### config.mk
export PLATFORM = sky130hd
export DESIGN_NAME = pulsed_emitter_ambient_compensation_top
export DESIGN_NICKNAME = d
export VERILOG_FILES = /design/src/rtl/pae_pkg.sv /design/src/rtl/pulsed_emitter_ambient_compensation_top.sv /design/src/rtl/pae_regs.sv /design/src/rtl/pae_in_reg.sv /design/src/rtl/pae_core.sv
export SDC_FILE = /design/constraint.sdc
export NUM_CORES = 1
export LEC_CHECK = 0
export BUFFER_PORTS_ARGS = -buffer_cell sky130_fd_sc_hd__buf_2
export CORE_ASPECT_RATIO = 1.4
export CORE_MARGIN = 2
export CORE_UTILIZATION = 55
export CTS_CLUSTER_SIZE = 25
export DETAILED_ROUTE_END_ITERATION = 16
export HOLD_SLACK_MARGIN = 0.05
export PLACE_DENSITY = 0.83
export SYNTH_ARGS = -nofsm -noshare
export SYNTH_HDL_FRONTEND = slang
export SYNTH_SLANG_ARGS = --single-unit
### constraint.sdc
create_clock -name clk -period 3.9 [get_ports clk]
set_input_delay 0.195 -clock clk [delete_from_list [all_inputs] [get_ports clk]]
set_output_delay 0.195 -clock clk [all_outputs]
set_load 0.01 [all_outputs]
### src/rtl/pae_pkg.sv
// Package for the pulsed emitter ambient compensation block.
// Holds default parameters, operation codes, cycle phases and register indexes.
`default_nettype none
package pae_pkg;

  localparam int SAMPLE_BITS_DEF = 12;
  localparam int LAST_PHASE_DEF  = 4;
  localparam int PHASE_BITS      = 3;

  localparam logic OP_TICK = 1'b0;
  localparam logic OP_CONV = 1'b1;

  localparam logic CONV_OUTER = 1'b0;
  localparam logic CONV_INNER = 1'b1;

  localparam logic [PHASE_BITS-1:0] PH_LIGHT   = 3'd0;
  localparam logic [PHASE_BITS-1:0] PH_START_A = 3'd1;
  localparam logic [PHASE_BITS-1:0] PH_DARK    = 3'd3;
  localparam logic [PHASE_BITS-1:0] PH_START_B = 3'd4;

  localparam logic REG_ENABLE = 1'b0;

  typedef struct packed {
    logic valid;
    logic opcode;
    logic converter;
  } pae_ctl_t;

endpackage
`default_nettype wire

### src/rtl/pulsed_emitter_ambient_compensation_top.sv
// Top level of the pulsed emitter ambient compensation block.
// Instantiates pae_regs, pae_in_reg and pae_core; depends on pae_pkg.
//
// Every transaction (timer tick or conversion done) yields exactly one result.
// Throughput is one transaction per clock while out_stall is low; a
// transaction passes the input register, then the state update, whose
// registers are also the result register. The state update sets the rate. The
// result reports the emitter level, a start pulse on ticks that enter a
// conversion phase, the four compensated levels and the four dark references.
`default_nettype none
module pulsed_emitter_ambient_compensation_top
  import pae_pkg::*;
#(
  parameter int SAMPLE_BITS = SAMPLE_BITS_DEF,
  parameter int LAST_PHASE  = LAST_PHASE_DEF
) (
  input  wire logic                   clk,
  input  wire logic                   rst,
  input  wire logic                   psel,
  input  wire logic                   penable,
  input  wire logic                   pwrite,
  input  wire logic [2:0]             paddr,
  input  wire logic [31:0]            pwdata,
  output logic      [31:0]            prdata,
  output logic                        pready,
  input  wire logic                   in_valid,
  output logic                        in_stall,
  input  wire logic                   opcode,
  input  wire logic                   converter,
  input  wire logic [SAMPLE_BITS-1:0] sample_rank_one,
  input  wire logic [SAMPLE_BITS-1:0] sample_rank_two,
  output logic                        out_valid,
  input  wire logic                   out_stall,
  output logic                        emitter_on,
  output logic                        start_conversion,
  output logic      [SAMPLE_BITS:0]   outer_left_level,
  output logic      [SAMPLE_BITS:0]   inner_left_level,
  output logic      [SAMPLE_BITS:0]   inner_right_level,
  output logic      [SAMPLE_BITS:0]   outer_right_level,
  output logic      [SAMPLE_BITS-1:0] outer_left_ambient,
  output logic      [SAMPLE_BITS-1:0] inner_left_ambient,
  output logic      [SAMPLE_BITS-1:0] inner_right_ambient,
  output logic      [SAMPLE_BITS-1:0] outer_right_ambient
);

  logic                   enable;
  logic                   take;
  pae_ctl_t               ctl;
  logic [SAMPLE_BITS-1:0] s1;
  logic [SAMPLE_BITS-1:0] s2;

  pae_regs u_regs (
    .clk     (clk),
    .rst     (rst),
    .psel    (psel),
    .penable (penable),
    .pwrite  (pwrite),
    .paddr   (paddr),
    .pwdata  (pwdata),
    .prdata  (prdata),
    .pready  (pready),
    .enable  (enable)
  );

  pae_in_reg #(
    .SAMPLE_BITS (SAMPLE_BITS)
  ) u_in_reg (
    .clk             (clk),
    .rst             (rst),
    .in_valid        (in_valid),
    .in_stall        (in_stall),
    .opcode          (opcode),
    .converter       (converter),
    .sample_rank_one (sample_rank_one),
    .sample_rank_two (sample_rank_two),
    .take            (take),
    .ctl             (ctl),
    .s1              (s1),
    .s2              (s2)
  );

  pae_core #(
    .SAMPLE_BITS (SAMPLE_BITS),
    .LAST_PHASE  (LAST_PHASE)
  ) u_core (
    .clk                 (clk),
    .rst                 (rst),
    .enable              (enable),
    .ctl                 (ctl),
    .s1                  (s1),
    .s2                  (s2),
    .take                (take),
    .out_valid           (out_valid),
    .out_stall           (out_stall),
    .emitter_on          (emitter_on),
    .start_conversion    (start_conversion),
    .outer_left_level    (outer_left_level),
    .inner_left_level    (inner_left_level),
    .inner_right_level   (inner_right_level),
    .outer_right_level   (outer_right_level),
    .outer_left_ambient  (outer_left_ambient),
    .inner_left_ambient  (inner_left_ambient),
    .inner_right_ambient (inner_right_ambient),
    .outer_right_ambient (outer_right_ambient)
  );

endmodule
`default_nettype wire

### src/rtl/pae_regs.sv
// APB-style configuration register file: holds the enable bit.
// Depends on pae_pkg.
`default_nettype none
module pae_regs
  import pae_pkg::*;
(
  input  wire logic        clk,
  input  wire logic        rst,
  input  wire logic        psel,
  input  wire logic        penable,
  input  wire logic        pwrite,
  input  wire logic [2:0]  paddr,
  input  wire logic [31:0] pwdata,
  output logic      [31:0] prdata,
  output logic             pready,
  output logic             enable
);

  logic wr;

  assign pready = 1'b1;
  assign wr     = psel && penable && pwrite && pready;

  always_ff @(posedge clk) begin
    if (rst) begin
      enable <= 1'b1;
    end else if (wr && paddr[2] == REG_ENABLE) begin
      enable <= pwdata[0];
    end
  end

  always_comb begin
    prdata = '0;
    if (paddr[2] == REG_ENABLE) begin
      prdata = {31'b0, enable};
    end
  end

endmodule
`default_nettype wire

### src/rtl/pae_in_reg.sv
// Input register: captures one transaction and holds it until the core takes it.
// Depends on pae_pkg.
`default_nettype none
module pae_in_reg
  import pae_pkg::*;
#(
  parameter int SAMPLE_BITS = SAMPLE_BITS_DEF
) (
  input  wire logic                   clk,
  input  wire logic                   rst,
  input  wire logic                   in_valid,
  output logic                        in_stall,
  input  wire logic                   opcode,
  input  wire logic                   converter,
  input  wire logic [SAMPLE_BITS-1:0] sample_rank_one,
  input  wire logic [SAMPLE_BITS-1:0] sample_rank_two,
  input  wire logic                   take,
  output pae_ctl_t                    ctl,
  output logic      [SAMPLE_BITS-1:0] s1,
  output logic      [SAMPLE_BITS-1:0] s2
);

  logic accept;

  assign in_stall = ctl.valid && !take;
  assign accept   = in_valid && !in_stall;

  always_ff @(posedge clk) begin
    if (rst) begin
      ctl.valid <= 1'b0;
    end else if (accept) begin
      ctl.valid <= 1'b1;
    end else if (take) begin
      ctl.valid <= 1'b0;
    end
    if (accept) begin
      ctl.opcode    <= opcode;
      ctl.converter <= converter;
      s1            <= sample_rank_one;
      s2            <= sample_rank_two;
    end
  end

endmodule
`default_nettype wire

### src/rtl/pae_core.sv
// Cycle phase, pending flags, ambient references and compensated levels.
// The state registers double as the result register. Depends on pae_pkg.
`default_nettype none
module pae_core
  import pae_pkg::*;
#(
  parameter int SAMPLE_BITS = SAMPLE_BITS_DEF,
  parameter int LAST_PHASE  = LAST_PHASE_DEF
) (
  input  wire logic                   clk,
  input  wire logic                   rst,
  input  wire logic                   enable,
  input  wire pae_ctl_t               ctl,
  input  wire logic [SAMPLE_BITS-1:0] s1,
  input  wire logic [SAMPLE_BITS-1:0] s2,
  output logic                        take,
  output logic                        out_valid,
  input  wire logic                   out_stall,
  output logic                        emitter_on,
  output logic                        start_conversion,
  output logic      [SAMPLE_BITS:0]   outer_left_level,
  output logic      [SAMPLE_BITS:0]   inner_left_level,
  output logic      [SAMPLE_BITS:0]   inner_right_level,
  output logic      [SAMPLE_BITS:0]   outer_right_level,
  output logic      [SAMPLE_BITS-1:0] outer_left_ambient,
  output logic      [SAMPLE_BITS-1:0] inner_left_ambient,
  output logic      [SAMPLE_BITS-1:0] inner_right_ambient,
  output logic      [SAMPLE_BITS-1:0] outer_right_ambient
);

  localparam logic [PHASE_BITS:0]    LastPhase = (PHASE_BITS+1)'(LAST_PHASE);
  localparam logic [SAMPLE_BITS-1:0] FullScale = {SAMPLE_BITS{1'b1}};

  function automatic logic [SAMPLE_BITS:0] compensate(input logic [SAMPLE_BITS-1:0] s,
                                                      input logic [SAMPLE_BITS-1:0] r);
    logic [SAMPLE_BITS-1:0] half;
    half = (FullScale - r) >> 1;
    return {1'b0, s} + {1'b0, half};
  endfunction

  logic [PHASE_BITS-1:0] phase, phase_next;
  logic [PHASE_BITS:0]   phase_inc;
  logic                  outer_pending, outer_pending_next;
  logic                  inner_pending, inner_pending_next;
  logic                  emitter_next, start_next;

  assign take      = ctl.valid && (!out_valid || !out_stall);
  assign phase_inc = {1'b0, phase} + 1'b1;

  always_comb begin
    phase_next         = phase;
    outer_pending_next = outer_pending;
    inner_pending_next = inner_pending;
    emitter_next       = emitter_on;
    start_next         = 1'b0;
    if (ctl.opcode == OP_TICK) begin
      if (enable) begin
        phase_next = (phase_inc > LastPhase) ? '0 : phase_inc[PHASE_BITS-1:0];
        case (phase_next)
          PH_LIGHT: emitter_next = 1'b1;
          PH_START_A, PH_START_B: begin
            outer_pending_next = 1'b1;
            inner_pending_next = 1'b1;
            start_next         = 1'b1;
          end
          PH_DARK: emitter_next = 1'b0;
          default: ;
        endcase
      end
    end else if (emitter_on) begin
      if (ctl.converter == CONV_OUTER) begin
        outer_pending_next = 1'b0;
      end else begin
        inner_pending_next = 1'b0;
      end
      if (!outer_pending_next && !inner_pending_next) begin
        emitter_next = 1'b0;
      end
    end
  end

  always_ff @(posedge clk) begin
    if (rst) begin
      out_valid           <= 1'b0;
      phase               <= '0;
      outer_pending       <= 1'b0;
      inner_pending       <= 1'b0;
      emitter_on          <= 1'b0;
      start_conversion    <= 1'b0;
      outer_left_level    <= '0;
      inner_left_level    <= '0;
      inner_right_level   <= '0;
      outer_right_level   <= '0;
      outer_left_ambient  <= '0;
      inner_left_ambient  <= '0;
      inner_right_ambient <= '0;
      outer_right_ambient <= '0;
    end else if (take) begin
      out_valid        <= 1'b1;
      phase            <= phase_next;
      outer_pending    <= outer_pending_next;
      inner_pending    <= inner_pending_next;
      emitter_on       <= emitter_next;
      start_conversion <= start_next;
      if (ctl.opcode == OP_CONV) begin
        if (emitter_on) begin
          if (ctl.converter == CONV_OUTER) begin
            outer_left_level  <= compensate(s1, outer_left_ambient);
            outer_right_level <= compensate(s2, outer_right_ambient);
          end else begin
            inner_left_level  <= compensate(s1, inner_left_ambient);
            inner_right_level <= compensate(s2, inner_right_ambient);
          end
        end else begin
          if (ctl.converter == CONV_OUTER) begin
            outer_left_ambient  <= s1;
            outer_right_ambient <= s2;
          end else begin
            inner_left_ambient  <= s1;
            inner_right_ambient <= s2;
          end
        end
      end
    end else if (!out_stall) begin
      out_valid <= 1'b0;
    end
  end

endmodule
`default_nettype wire

==> results of run 1 <==
==> power breakdown <==
group	total [mW]	switching, mW	leakage (nW)	internal, mW
clock	1.60	0.636	0.279	0.960
sequential	1.51	0.0408	1.14	1.47
combinational	0.386	0.229	2.21	0.156
==> metrics by stage <==
stage	utilization	setup slack, ns
after floorplan	-	1.71
after global placement	0.610	1.62
after detailed placement	0.610	1.54
after CTS	0.677	1.46
after global routing	0.677	1.23
final	0.677	1.40
==> flip-flops by register name, summed over array words and instances, names as in the netlist <==
name,cells
u_core.phase,3
u_core.outer_pending,1
u_in_reg.s2,12
u_regs.enable,1
u_core.inner_pending,1
u_in_reg.ctl,3
u_core.inner_left_level,13
u_in_reg.s1,12
u_core.inner_left_ambient,12
u_core.out_valid,1
u_core.outer_left_level,13
u_core.inner_right_ambient,12
u_core.start_conversion,1
u_core.outer_right_ambient,12
u_core.outer_right_level,13
u_core.inner_right_level,13
u_core.outer_left_ambient,12
u_core.emitter_on,1
==> layout by cell type (no fill, tap or decap), drive strengths merged, types with 4 or more instances in the layout <==
cell,instances
dfxtp,110
xnor2,8
o211ai,8
or3,5
a211oi,12
clkbuf,18
clkinv,6
edfxtp,26
nor4b,6
mux2i,4
nor3,19
nor2b,11
dlygate4sd3,28
nand4b,5
o21ai,30
a21boi,5
o21a,11
fa,4
conb,32
a21oi,117
a21o,9
a31oi,5
buf,145
xor2,4
nand4,10
and3,6
and2,6
clkinvlp,4
ha,45
nand3,18
nor2,44
nand2,158
inv,61
or4,4
==> kinds of logic (layout without fill, tap and decap cells) <==
family / after synthesis / count (layout) / share of synthesized area
other: 2 / 32 / 0.00105
and+or+nand+nor: 301 / 301 / 0.195
buffers and inverters: 131 / 264 / 0.0892
DFF: 136 / 136 / 0.415
adders and majority gates: 49 / 49 / 0.0895
xor gates and xnor gates: 12 / 12 / 0.0146
muxes: 4 / 4 / 0.00558
AOI/OAI and AO/OA: 223 / 223 / 0.190
==> routing by layer <==
| layer | wire, um | vias up | share of wire |
|---|---|---|---|
| met2 | 9620 | 269 | 0.51 |
| li1 | - | 3217 | - |
| met5 | 0 | - | 0 |
| met3 | 1110 | 67 | 0.059 |
| met1 | 7000 | 3038 | 0.37 |
| met4 | 1060 | 0 | 0.057 |
==> cells in the mapped netlist (all sizes together) (10+ instances only) <==
| cell type | n |
|---|---|
| a211oi | 12 |
| a21oi | 117 |
| buf | 51 |
| clkbuf | 21 |
| dfxtp | 110 |
| edfxtp | 26 |
| ha | 45 |
| inv | 59 |
| nand2 | 158 |
| nand3 | 18 |
| nand4 | 10 |
| nor2 | 44 |
| nor2b | 11 |
| nor3 | 19 |
| o21a | 11 |
| o21ai | 30 |
==> worst max path at each step <==
stage,endpoint,from,cells past startpoint
after floorplan,u_in_reg.ctl[0],u_core.out_valid,2
after global placement,u_core.outer_left_level[12],u_in_reg.s1[0],9
after detailed placement,u_core.outer_left_level[12],u_in_reg.s1[0],9
after CTS,u_core.outer_left_level[12],u_in_reg.s1[0],9
after global routing,u_core.outer_left_level[12],u_in_reg.s1[0],9
final,u_core.outer_left_level[12],u_in_reg.s1[0],9
==> layout make-up <==
cell class                 instances  area, um2  share of cell area
clock buffer                      18        439              0.0506
clock inverter                    14        149              0.0172
inverter                          59        221              0.0255
multi-input combinational        621       3670               0.423
sequential                       136       2980               0.344
tap                              153        191              0.0221
timing repair buffer             173       1020               0.118
==> tightest hold or removal path, delay by kind of cell <==
kind | cells | cell delay [ns]
buffers and inverters | 1 | 0.12
and+or+nand+nor | 1 | 0.07
AOI/OAI and AO/OA | 1 | 0.08
==> results.py, run 1 <==
metrics = {
    "floorplan": {
        "dieArea_mm2": 0.0140,
        "start_util": 0.560,
        "die_h_um": 139,
        "core_area_mm2": 0.0128,
        "io_pins": 205,
        "num_rows": 49,
        "die-width_um": 101,
    },
    "setup_path": {
        "required_ns": 4.24,
        "cpMaxStageDelayCell": "edfxtp_1",
        "rrSetupSlack_ns": 1.40,
        "start_kind": "register",
        "reg2reg_depth": 9,
        "cp.arrival_ns": 2.85,
        "slowest_delay_ns": 0.47,
        "path_buf_inv": 1,
        "cp_max_fo": 4,
        "timing.rr.start": "u_in_reg.s1[0]",
        "worstSetupPathType": "reg2reg",
        "r2r-end": "u_core.outer_left_level[12]",
        "crit_chain": "ha_1 > inv_1 > fa_1 > nor2b_1 > o31a_1 > o211ai_1 > a21boi_0 > o21ai_0 > a21oi_1",
        "cp-end-kind": "register",
        "crit_family": "compound AO/OA/AOI/OAI gates",
    },
    "sta": {
        "post-route-period-util": 0.641,
        "hold_viol_final": 0,
        "report.final.slew_viol_count": 0,
        "setup_viol": 0,
        "grt_setup_unrepaired": "false",
        "worst_pin_slew_ns": 0.874,
        "skew_ns": 0.0113,
        "whs_ns": 0.0814,
        "timing.slew.headroom": 0.418,
        "tns_ns": 0,
        "min_period_ns": 2.50,
        "fmax_mhz": 400,
    },
    "drt": {
        "wl_um": 18800,
        "viasPerCell": 5.61,
        "ant_nets": 0,
        "route.detailed.drc": 0,
        "routedWlPerCell_um": 16.0,
        "drtIter0Drc": 315,
        "num_vias": 6591,
        "drtPass1Iterations": 4,
    },
    "final_layout": {
        "nFillCells": 1036,
        "stdcell_area_mm2": 0.00868,
        "insertedDiodeCount": 0,
        "area_growth_pct": 20.9,
        "drive_gt1_frac": 0.184,
        "stdcell_count": 1174,
        "nNetsFinal": 1125,
    },
    "yosys": {
        "netlist_area_mm2": 0.00718,
        "synth.area.top_cells": "dfxtp_1 31%, edfxtp_1 11%, nand2_1 8.2%, a21oi_1 8.2%, ha_1 7.8%",
        "synthFlopType": "dfxtp_1",
        "yosys_warnings": 0,
        "synth_cells": 858,
        "synth_edf_count": 26,
        "synth_top_area_share": 0.307,
        "yosysSeqAreaShare": 0.415,
        "synth_area_leader_cell": "dfxtp_1",
        "synthDistinctLibCells": 66,
        "ys_ff_latch": 136,
        "avgSynthCellArea_um2": 8.37,
        "async_flop_share": 0,
    },
    "global_route": {
        "grt_pass1_vias": 6298,
        "grt_util_met1": 0.289,
        "busiest_layer": "met2",
        "grt_max_degree": 79,
        "met2_usage": 0.478,
        "grt_pass1_wl_um": 29700,
        "grt.overflow.total": 0,
        "antenna_found_initial": 0,
        "grt_use_total": 0.269,
        "use_met3": 0.0497,
    },
    "clocking": {
        "cts_tree": "built",
        "ctsResizeCount": 0,
        "cts_buffers": 17,
        "cts_hold_buf": 28,
        "cts.clk_slew.worst_paths_ns": 0.06,
        "clk_latency_ns": 0.42,
        "cts_root_buf": "clkbuf_16",
        "clock_path_buffers": 2,
        "htree_levels": 4,
        "cts_sinks": 136,
        "post_cts_buffers": 0,
    },
    "worst_hold_path": {
        "hold_start": "out_stall",
        "holdPathStages": 3,
        "holdPathEnd": "u_core.out_valid",
        "min_path_type": "in2reg",
    },
    "run": {
        "maxCapViolCount": 0,
    },
    "pwr": {
        "p_total_mw": 3.49,
        "ir_drop_uv": 246,
        "p_per_area_mw_per_mm2": 402,
        "leakagePower_nw": 3.63,
    },
    "placed_design": {
        "place_area_mm2": 0.00781,
        "portBuffers": 139,
        "post-place-cells": 1114,
        "place_hpwl_um": 12800,
        "gp_congestion": 0.930,
    },
    "outcome": {
        "status": "finished, final reports clean",
    },
}
(Power assumes the default switching activity.)
==> run 2: changes to the inputs <==
Settings changed: CORE_UTILIZATION 55 to 53, PLACE_DENSITY 0.83 to 0.8.
Clock period 3.9 ns to 2.6 ns, I/O delays scaled along.
==> run 2 against run 1 <==
Against the previous run: critical path depth unchanged; maximum frequency grew 2.6%; clock-buffer cell count is 6 higher; clock power rose by 55%; utilization decreased by 1.7 points; die area up 3.6%; routed wire length increased by 2.1%; combinational power grew 52%; final cell count rose by 3.2%; non-clock buffer count is 9 higher; global-route usage about the same; critical path type unchanged; largest cell class unchanged; largest power group unchanged; highest routed layer unchanged.
==> results.py, run 2 (same netlist as run 1, synthesis figures left out) <==
metrics = {
    "setup_path": {
        "start_kind": "register",
        "required_ns": 2.94,
        "worstSetupPathType": "reg2reg",
        "r2r-end": "u_core.outer_left_level[12]",
        "cp.arrival_ns": 2.78,
        "reg2reg_depth": 9,
        "timing.rr.start": "u_in_reg.s1[0]",
        "cp_max_fo": 4,
        "cp-end-kind": "register",
        "rrSetupSlack_ns": 0.16,
    },
    "run": {
        "maxCapViolCount": 0,
    },
    "sta": {
        "hold_viol_final": 0,
        "report.final.slew_viol_count": 0,
        "worst_pin_slew_ns": 0.905,
        "min_period_ns": 2.44,
        "post-route-period-util": 0.938,
        "grt_setup_unrepaired": "false",
        "skew_ns": 0.00812,
        "tns_ns": 0,
        "setup_viol": 0,
        "fmax_mhz": 410,
        "timing.slew.headroom": 0.397,
    },
    "drt": {
        "viasPerCell": 5.52,
        "num_vias": 6687,
        "ant_nets": 0,
        "routedWlPerCell_um": 15.8,
        "route.detailed.drc": 0,
        "drtPass1Iterations": 5,
        "wl_um": 19200,
        "drtIter0Drc": 247,
    },
    "clocking": {
        "cts.clk_slew.worst_paths_ns": 0.06,
        "cts_tree": "built",
        "cts_root_buf": "clkbuf_16",
        "ctsResizeCount": 0,
        "clk_latency_ns": 0.41,
        "cts_buffers": 17,
        "cts_sinks": 136,
        "post_cts_buffers": 0,
        "clock_path_buffers": 2,
        "htree_levels": 4,
    },
    "outcome": {
        "status": "finished, final reports clean",
    },
    "pwr": {
        "p_per_area_mw_per_mm2": 605,
        "leakagePower_nw": 3.68,
        "p_total_mw": 5.33,
        "ir_drop_uv": 428,
    },
    "placed_design": {
        "portBuffers": 139,
        "place_hpwl_um": 13200,
        "place_area_mm2": 0.00790,
        "gp_congestion": 0.870,
    },
    "global_route": {
        "grt_pass1_vias": 6379,
        "grt_pass1_wl_um": 30700,
        "grt_use_total": 0.269,
        "grt.overflow.total": 0,
        "antenna_found_initial": 0,
        "grt_max_degree": 51,
    },
    "floorplan": {
        "io_pins": 205,
        "core_area_mm2": 0.0133,
        "die_h_um": 142,
        "die-width_um": 102,
        "dieArea_mm2": 0.0145,
        "start_util": 0.539,
        "num_rows": 50,
    },
    "final_layout": {
        "insertedDiodeCount": 0,
        "mostFrequentLayoutCells": "157 x nand2_1, 138 x buf_2, 117 x a21oi_1, 110 x dfxtp_1, 59 x inv_1",
        "utilization": 0.661,
        "area_growth_pct": 22.6,
        "nNetsFinal": 1134,
        "drive_gt1_frac": 0.184,
        "final_common_cell": "nand2_1",
        "stdcell_area_mm2": 0.00880,
    },
    "worst_hold_path": {
        "holdPathStages": 4,
        "holdPathEnd": "u_regs.enable",
        "hold_start": "pwrite",
        "min_path_type": "in2reg",
    },
}
-- run 2: cell types whose count changed in the layout (fill, tap and decap cells not counted), sizes merged --
cell,change
buf,+7
bufinv,+1
clkbuf,+6
clkinv,-3
clkinvlp,-2
dlygate4sd3,+2
inv,-2
-- run 2: timing repair --
item | CTS | global route
setup endpoints to repair | 0 | 0
hold buffers | 30 | 0
hold endpoints to repair | 36 | 0
-- run 2: critical path, stage by stage (launching register included) --
cell      delay (ns)
edfxtp_1        0.48
ha_1            0.27
inv_1           0.07
fa_1            0.38
nor2b_1         0.21
o31a_1          0.25
o211ai_1        0.11
a21boi_0        0.34
o21ai_0         0.12
a21oi_1         0.14
-- run 2: layout make-up --
type                       instances  area, um2
timing repair buffer             182       1100
fill                            1093       4520
inverter                          59        221
multi-input combinational        621       3670
clock buffer                      24        483
tap                              182        228
sequential                       136       2980
clock inverter                     8        120
-- run 2: power breakdown --
| part | internal (mW) | switching, mW | total [mW] |
|---|---|---|---|
| logic | 0.239 | 0.348 | 0.587 |
| clock network | 1.59 | 0.890 | 2.48 |
| registers | 2.20 | 0.0621 | 2.26 |
| total | 4.03 | 1.30 | 5.33 |
-- run 2: how the worst max path moves through the flow --
stage | startpoint | slack, ns | depth (start not counted) | endpoint
2_1_floorplan | u_core.out_valid | 0.41 | 2 | u_in_reg.ctl[0]
3_3_place_gp | u_in_reg.s1[0] | 0.33 | 9 | u_core.outer_left_level[12]
3_5_place_dp | u_in_reg.s1[0] | 0.29 | 9 | u_core.outer_left_level[12]
4_1_cts | u_in_reg.s1[0] | 0.23 | 9 | u_core.outer_left_level[12]
5_1_grt | u_in_reg.s1[0] | 0.06 | 9 | u_core.outer_left_level[12]
6_report | u_in_reg.s1[0] | 0.16 | 9 | u_core.outer_left_level[12]
-- run 2: layer usage --
metal	vias to the layer above	part of all wire	wire, um	global-route usage
met5	-	0	0	0
met4	0	0.046	885	0.145
met3	59	0.050	961	0.0502
met2	247	0.53	10100	0.484
met1	3139	0.38	7240	0.293
li1	3242	-	-	-
-- run 2: through the flow --
step	setup slack, ns	hold WS (ns)	instances
after floorplan	0.406	0.229	888
after CTS	0.230	0.0774	1212
after detailed placement	0.291	0.308	1150
final	0.162	0.0819	1212
after global placement	0.333	0.307	1150
after global routing	0.0606	0.108	1212
